### config.mk
export PLATFORM = sky130hd
export DESIGN_NAME = heading_pd_thrust_mode_controller
export DESIGN_NICKNAME = d
export VERILOG_FILES = /design/src/rtl/core/hpdtmc_pkg.sv /design/src/rtl/core/heading_pd_thrust_mode_controller.sv
export SDC_FILE = /design/constraint.sdc
export NUM_CORES = 2
export LEC_CHECK = 0
export BUFFER_PORTS_ARGS = -buffer_cell sky130_fd_sc_hd__buf_2
export CAP_MARGIN = 10
export CORE_MARGIN = 3
export CORE_UTILIZATION = 59
export CTS_CLUSTER_DIAMETER = 30
export CTS_CLUSTER_SIZE = 25
export DETAILED_ROUTE_END_ITERATION = 6
export PLACE_DENSITY_LB_ADDON = 0.2
export RECOVER_POWER = 100
export SLEW_MARGIN = 10
export SYNTH_ARGS = -nofsm -noshare
export SYNTH_HDL_FRONTEND = slang
export SYNTH_SLANG_ARGS = --single-unit
### constraint.sdc
create_clock -name clk -period 16.55 [get_ports clk]
set_input_delay 0.8275 -clock clk [delete_from_list [all_inputs] [get_ports clk]]
set_output_delay 0.8275 -clock clk [all_outputs]
set_load 0.005 [all_outputs]
### src/rtl/core/hpdtmc_pkg.sv
package hpdtmc_pkg;

    typedef logic signed [8:0]  cmd_t;
    typedef logic signed [33:0] acc_t;

    typedef enum logic [1:0]
    {
        REG_TARGET_HEADING = 2'd0,
        REG_ARM_ANGLE      = 2'd1,
        REG_GAIN_P         = 2'd2,
        REG_GAIN_D         = 2'd3
    } reg_idx_t;

    localparam logic [5:0] MODE_ARM_EXTEND  = 6'd12;
    localparam logic [5:0] MODE_GRIP        = 6'd13;
    localparam logic [5:0] MODE_ARM_RETRACT = 6'd14;
    localparam logic [5:0] MODE_ARM_STOW    = 6'd15;
    localparam logic [5:0] MODE_HOLD_A      = 6'd20;
    localparam logic [5:0] MODE_HOLD_B      = 6'd21;
    localparam logic [5:0] MODE_HOLD_FWD    = 6'd22;
    localparam logic [5:0] MODE_FULL        = 6'd30;

    localparam cmd_t CMD_MAX        = 9'sd255;
    localparam cmd_t CMD_MIN        = -9'sd255;
    localparam cmd_t ARM_LIN_SPEED  = 9'sd100;
    localparam cmd_t ARM_STOW_SPEED = 9'sd80;
    localparam cmd_t GRIPPER_SPEED  = 9'sd70;

    localparam logic signed [14:0] DEADBAND = 15'sd16;
    localparam logic signed [14:0] ERR_OK   = 15'sd240;

    // floor(x/12) as (x*2731)>>15, exact for x up to 3360
    localparam logic [23:0] RECIP_12 = 24'd2731;
    localparam int          RECIP_SH = 15;

    localparam int GAIN_FRAC = 12;

    function automatic cmd_t sat_cmd(input acc_t v);
        cmd_t r;
        if (v > 34'sd255)
            r = CMD_MAX;
        else if (v < -34'sd255)
            r = CMD_MIN;
        else
            r = v[8:0];
        return r;
    endfunction

    // trunc((acc*4096 + prod)/4096), rounding toward zero
    function automatic acc_t add_scaled(input acc_t acc, input acc_t prod);
        acc_t s;
        s = (acc <<< GAIN_FRAC) + prod;
        if (s < 0)
            s = s + 34'sd4095;
        return s >>> GAIN_FRAC;
    endfunction

endpackage

### src/rtl/core/heading_pd_thrust_mode_controller.sv
// pipeline: two register stages (input register, result register); an accepted item
// waits in the input register until the result register is free, then raises m_tvalid
// throughput: one item per cycle unless m_tready stalls; while a result waits, the input
// stage takes one more item and then holds
// the per-item path is the pd step: two 15x17 multiplies feeding a chain of scaled adds
// reset: rst_n asynchronous active low; valids, previous heading and all
// configuration registers clear to zero
module heading_pd_thrust_mode_controller
    import hpdtmc_pkg::*;
(
    input  logic        clk,
    input  logic        rst_n,

    input  logic        psel,
    input  logic        penable,
    input  logic        pwrite,
    input  logic [3:0]  paddr,
    input  logic [31:0] pwdata,
    output logic [31:0] prdata,
    output logic        pready,

    input  logic        s_tvalid,
    output logic        s_tready,
    input  logic [23:0] s_tdata,   // mode_code[5:0], heading[19:6], zero[23:20]

    output logic        m_tvalid,
    input  logic        m_tready,
    output logic [47:0] m_tdata    // thrust_right[8:0], thrust_left[17:9],
                                   // base_stepper_cmd[26:18], arm_motor_cmd[35:27],
                                   // gripper_cmd[44:36], zero[47:45]
);

    logic signed [13:0] target_heading_reg;
    logic signed [13:0] arm_angle_reg;
    logic [15:0]        gain_p_reg;
    logic [15:0]        gain_d_reg;
    logic signed [13:0] prev_heading_reg;

    logic               s1_valid_reg, s1_valid_next;
    logic               out_valid_reg, out_valid_next;
    logic [5:0]         mode_reg;
    logic signed [13:0] heading_reg;
    logic signed [13:0] prev_snap_reg;

    cmd_t right_reg, right_next;
    cmd_t left_reg, left_next;
    cmd_t base_reg, base_next;
    cmd_t arm_reg, arm_next;
    cmd_t grip_reg, grip_next;

    logic     cfg_write;
    reg_idx_t cfg_idx;
    logic     in_xfer;
    logic     advance;

    logic signed [14:0] err;
    logic signed [14:0] dlt;
    logic signed [31:0] prod_p;
    logic signed [31:0] prod_d;
    logic signed [14:0] fwd_span;
    logic [11:0]        fwd_num;
    logic [23:0]        fwd_scaled;
    logic [8:0]         fwd;
    logic               outside_deadband;
    logic               near_target;
    acc_t               r_acc, l_acc;
    logic signed [15:0] base_x3;
    logic signed [15:0] base_q;

    // configuration port
    assign pready    = 1'b1;
    assign cfg_idx   = reg_idx_t'(paddr[3:2]);
    assign cfg_write = psel && penable && pwrite && pready;

    always_ff @(posedge clk or negedge rst_n)
    begin
        if (!rst_n)
        begin
            target_heading_reg <= '0;
            arm_angle_reg      <= '0;
            gain_p_reg         <= '0;
            gain_d_reg         <= '0;
        end
        else if (cfg_write)
        begin
            case (cfg_idx)
                REG_TARGET_HEADING: target_heading_reg <= pwdata[13:0];
                REG_ARM_ANGLE:      arm_angle_reg      <= pwdata[13:0];
                REG_GAIN_P:         gain_p_reg         <= pwdata[15:0];
                REG_GAIN_D:         gain_d_reg         <= pwdata[15:0];
                default:            ;
            endcase
        end
    end

    always_comb
    begin
        case (cfg_idx)
            REG_TARGET_HEADING: prdata = {{18{target_heading_reg[13]}}, target_heading_reg};
            REG_ARM_ANGLE:      prdata = {{18{arm_angle_reg[13]}}, arm_angle_reg};
            REG_GAIN_P:         prdata = {16'd0, gain_p_reg};
            REG_GAIN_D:         prdata = {16'd0, gain_d_reg};
            default:            prdata = '0;
        endcase
    end

    // pipeline control
    assign advance  = !out_valid_reg || m_tready;
    assign s_tready = !s1_valid_reg || advance;
    assign in_xfer  = s_tvalid && s_tready;

    always_comb
    begin
        if (in_xfer)
            s1_valid_next = 1'b1;
        else if (advance)
            s1_valid_next = 1'b0;
        else
            s1_valid_next = s1_valid_reg;
        out_valid_next = advance ? s1_valid_reg : out_valid_reg;
    end

    always_ff @(posedge clk or negedge rst_n)
    begin
        if (!rst_n)
        begin
            s1_valid_reg     <= 1'b0;
            out_valid_reg    <= 1'b0;
            prev_heading_reg <= '0;
        end
        else
        begin
            s1_valid_reg  <= s1_valid_next;
            out_valid_reg <= out_valid_next;
            if (in_xfer)
                prev_heading_reg <= s_tdata[19:6];
        end
    end

    always_ff @(posedge clk)
    begin
        if (in_xfer)
        begin
            mode_reg      <= s_tdata[5:0];
            heading_reg   <= s_tdata[19:6];
            prev_snap_reg <= prev_heading_reg;
        end
        if (advance && s1_valid_reg)
        begin
            right_reg <= right_next;
            left_reg  <= left_next;
            base_reg  <= base_next;
            arm_reg   <= arm_next;
            grip_reg  <= grip_next;
        end
    end

    // heading error, derivative and gain products
    always_comb
    begin
        err    = 15'(target_heading_reg) - 15'(heading_reg);
        dlt    = 15'(heading_reg) - 15'(prev_snap_reg);
        prod_p = err * $signed({1'b0, gain_p_reg});
        prod_d = dlt * $signed({1'b0, gain_d_reg});

        outside_deadband = (err >= DEADBAND) || (err <= -DEADBAND);
        near_target      = (err <= ERR_OK) && (err >= -ERR_OK);

        // forward speed 7*(240-e)/12, span is 0..480 when near target
        fwd_span   = ERR_OK - err;
        fwd_num    = 12'(fwd_span[8:0]) * 12'd7;
        fwd_scaled = 24'(fwd_num) * RECIP_12;
        fwd        = fwd_scaled[RECIP_SH +: 9];

        // arm angle in degrees times 1.5, truncated toward zero
        base_x3 = 16'(arm_angle_reg) * 16'sd3;
        base_q  = (base_x3 < 0) ? ((base_x3 + 16'sd31) >>> 5) : (base_x3 >>> 5);
    end

    always_comb
    begin
        r_acc     = '0;
        l_acc     = '0;
        right_next = '0;
        left_next  = '0;
        base_next  = '0;
        arm_next   = '0;
        grip_next  = '0;
        case (mode_reg)
            MODE_ARM_EXTEND:
            begin
                base_next = sat_cmd(34'(base_q));
                arm_next  = ARM_LIN_SPEED;
            end
            MODE_GRIP:
                grip_next = GRIPPER_SPEED;
            MODE_ARM_RETRACT:
            begin
                base_next = sat_cmd(34'(base_q));
                arm_next  = -ARM_LIN_SPEED;
            end
            MODE_ARM_STOW:
                base_next = ARM_STOW_SPEED;
            MODE_HOLD_A, MODE_HOLD_B, MODE_HOLD_FWD:
            begin
                if (mode_reg == MODE_HOLD_FWD && near_target)
                begin
                    r_acc = 34'($signed({1'b0, fwd}));
                    l_acc = r_acc;
                end
                if (outside_deadband)
                begin
                    r_acc = add_scaled(r_acc, -34'(prod_p));
                    l_acc = add_scaled(l_acc, 34'(prod_p));
                    r_acc = add_scaled(r_acc, 34'(prod_d));
                    l_acc = add_scaled(l_acc, -34'(prod_d));
                end
                right_next = sat_cmd(r_acc);
                left_next  = sat_cmd(l_acc);
            end
            MODE_FULL:
            begin
                right_next = CMD_MAX;
                left_next  = CMD_MAX;
            end
            default:
                ;
        endcase
    end

    assign m_tvalid = out_valid_reg;
    assign m_tdata  = {3'b000, grip_reg, arm_reg, base_reg, left_reg, right_reg};

    // an accepted item always lands in the input stage
    assert property (@(posedge clk) disable iff (!rst_n)
        in_xfer |=> s1_valid_reg)
        else $error("accepted item missing from input stage");

    // previous heading follows every accepted item, whatever the mode
    assert property (@(posedge clk) disable iff (!rst_n)
        in_xfer |=> prev_heading_reg == $past(s_tdata[19:6]))
        else $error("previous heading not updated");

    // saturation never lets the thruster commands reach -256
    assert property (@(posedge clk) disable iff (!rst_n)
        m_tvalid |-> (m_tdata[8:0] != 9'h100) && (m_tdata[17:9] != 9'h100))
        else $error("thrust command outside saturation range");

endmodule

==> metrics.txt <==
status complete, but fails checks; failing checks max-capacitance violations, max-slew violations; initial antenna violation count 3; FF/Latch Area 3854 um2; pre-CTS WS 407.5 ps; post-route clock skew 17.54 ps; CP max FO 8; post-route ant nets 0; Crit. End Element flop; Slew Limit Headroom -172.0%; TritonCTS clock tree built; share of flip-flops with an asynchronous set or reset 53.90%; Wirelength per Cell 19.46 um; sequential element share of the synthesized area 10.86%; dpl cell area 36800 um2; Synth warnings 0; first-pass GRT wire length 152900 um; Ports 150; minimum clock period 15590 ps; Initial Util 59.92%; vias in the first global route 28670; setup violators final 0; main area contributors after synthesis fa_1 (23%), ha_1 (15%), inv_1 (6.4%); area fraction of the dominant cell type after synthesis 22.90%; Worst Hold Class reg2reg; Total GRT Usage 30.36%; Max Slew Vio Count 144; EDFF count, synth 65; input/output buffers 115; Post-Route WL 95130 um; final instance area 37530 um2; most frequent CP cell inv_1; initial DRC count 2139; Util after Layout 63.36%; final worst slack 957.7 ps; floorplan row count 89; Core Footprint 59240 um2; Skew-Pair Late Insertion Delay 460 ps; R2R cell count 73; most common cell after layout, fill and taps aside inv_1; diodes inserted 0; cell count after synthesis 4066; Final Hold Fails 0; slowest CP cell fa_1; fill cell count 5135; DIE AREA 63140 um2; CTS sink cnt 141; Vias 29110; period utilization 94.21%; Top FF cell, synth dfrtp_1; commonest non-fill, non-tap cells in the layout inv_1 (608), ha_1 (431), fa_1 (406); max incr delay on CP 540 ps; P&R area growth vs syn 5.742%; worst hold margin 439.1 ps; largest net degree at the start of global routing 77; Post-layout nets 5008; Clk pin slew, worst setup/hold paths 70 ps; die height 251.3 um; grt ovf 0; Detailed Place HPWL 77920 um; residual DRC count 0; routed vias/inst 5.955; clk root buf clkbuf_16; # Max-Cap Violations 3; synthesized area per cell 8.730 um2; Die Wd 251.3 um; RD Place Congestion 0.9557; # hold bufs at CTS 0; crit path launch type flop; Least-Margin Pin Slew 4081 ps; cts bufs inserted 17; worst hold stages 0; largest area contributor in the netlist fa_1; CP Class reg2reg; Max Fclk 64.13 MHz; #FFs+latches synth 141; share of cells above drive strength 1 10.42%; Mapped Area 35500 um2; Req. time, crit path 16690 ps; Netlist cell types 137; CTS max path bufs 2; CP arrival 15740 ps; H-tree levels 4; DRT Pass-1 Iters 6; multi-input logic area 28780 um2
==> path summary, 6_finish.rpt <==
kind / start / end / slack (ps)
hold reg to reg: prev_heading_reg[4]$_DFFE_PN0P_ / prev_snap_reg[4]$_DFFE_PP_ / 440
min in group asynchronous: rst_n / prev_heading_reg[6]$_DFFE_PN0P_ / 1790
max in group asynchronous: rst_n / gain_p_reg[5]$_DFFE_PN0P_ / 12440
setup reg to reg: heading_reg[1]$_DFFE_PP_ / right_reg[0]$_DFFE_PP_ / 960
hold / removal: prev_heading_reg[4]$_DFFE_PN0P_ / prev_snap_reg[4]$_DFFE_PP_ / 440
setup / recovery: heading_reg[1]$_DFFE_PP_ / right_reg[0]$_DFFE_PP_ / 960
==> synthesized netlist by cell type, types with 21 or more instances <==
| cell type | count |
|---|---|
| nand4_1 | 40 |
| edfxtp_1 | 65 |
| o21ai_0 | 106 |
| a21o_1 | 64 |
| ha_1 | 432 |
| nor4_1 | 27 |
| mux2i_1 | 21 |
| o211ai_1 | 26 |
| clkbuf_1 | 118 |
| fa_1 | 406 |
| inv_1 | 608 |
| xnor2_1 | 164 |
| nor2_1 | 184 |
| buf_4 | 35 |
| nand2_1 | 404 |
| a31oi_1 | 26 |
| xor2_1 | 72 |
| nor2b_1 | 40 |
| nor3_1 | 83 |
| and2_1 | 184 |
| nand3_1 | 81 |
| dfrtp_1 | 76 |
| a211oi_1 | 24 |
| and3_1 | 37 |
| a21oi_1 | 148 |
| nand2b_1 | 56 |
| o21a_1 | 37 |
| mux2_2 | 80 |
| or3_1 | 26 |
==> per-layer routing <==
metal | part of all wire [%] | vias up | track usage (%)
met5 | 0.014 | - | 0
met4 | 3.1 | 2 | 9.282
met3 | 7.0 | 191 | 4.945
met2 | 47 | 901 | 49.54
met1 | 43 | 14340 | 41.78
li1 | - | 13680 | -
==> metrics by stage <==
| step | cells | TNS [ps] |
|---|---|---|
| global placement | 4855 | 0 |
| CTS | 4887 | 0 |
| finish | 4889 | 0 |
| floorplan | 4076 | 0 |
| global route | 4889 | -202.1 |
| detailed placement | 4855 | 0 |
==> final cells by class <==
class	instances	share of cell area [%]
Clock inverter	14	0.3333
Timing Repair Buffer	190	2.843
Clock buffer	18	1.200
Tap cell	773	2.577
Sequential cell	141	10.27
Multi-Input combinational cell	3143	76.68
Inverter	610	6.104
==> what timing repair did <==
action / CTS / global route
setup buffers: 0 / 2
gates resized for setup: 0 / 49
endpoints found under the setup margin: 0 / 17
==> cell families after synthesis <==
family / after synthesis / synth area share (%)
multiplexers: 115 / 3.997
AND/OR/NAND/NOR: 1280 / 18.71
XOR/XNOR: 242 / 6.151
other: 2 / 0.02116
adder cells (fa/ha/maj): 840 / 38.18
AO/OA/AOI/OAI: 654 / 12.99
buffers and inverters: 792 / 9.098
flip-flops: 141 / 10.86
==> worst max-delay path: cells and delay by family, from the launching register on <==
kind | cells | cell delay, ps
AO/OA/AOI/OAI | 25 | 4890
XOR/XNOR | 5 | 1020
adder cells (fa/ha/maj) | 10 | 3840
buffers and inverters | 13 | 1140
flip-flops | 1 | 460
multiplexers | 1 | 360
AND/OR/NAND/NOR | 19 | 3530
Power is not shown: default switching activity piles up to over one toggle a cycle in this logic, so the estimate is an artifact.
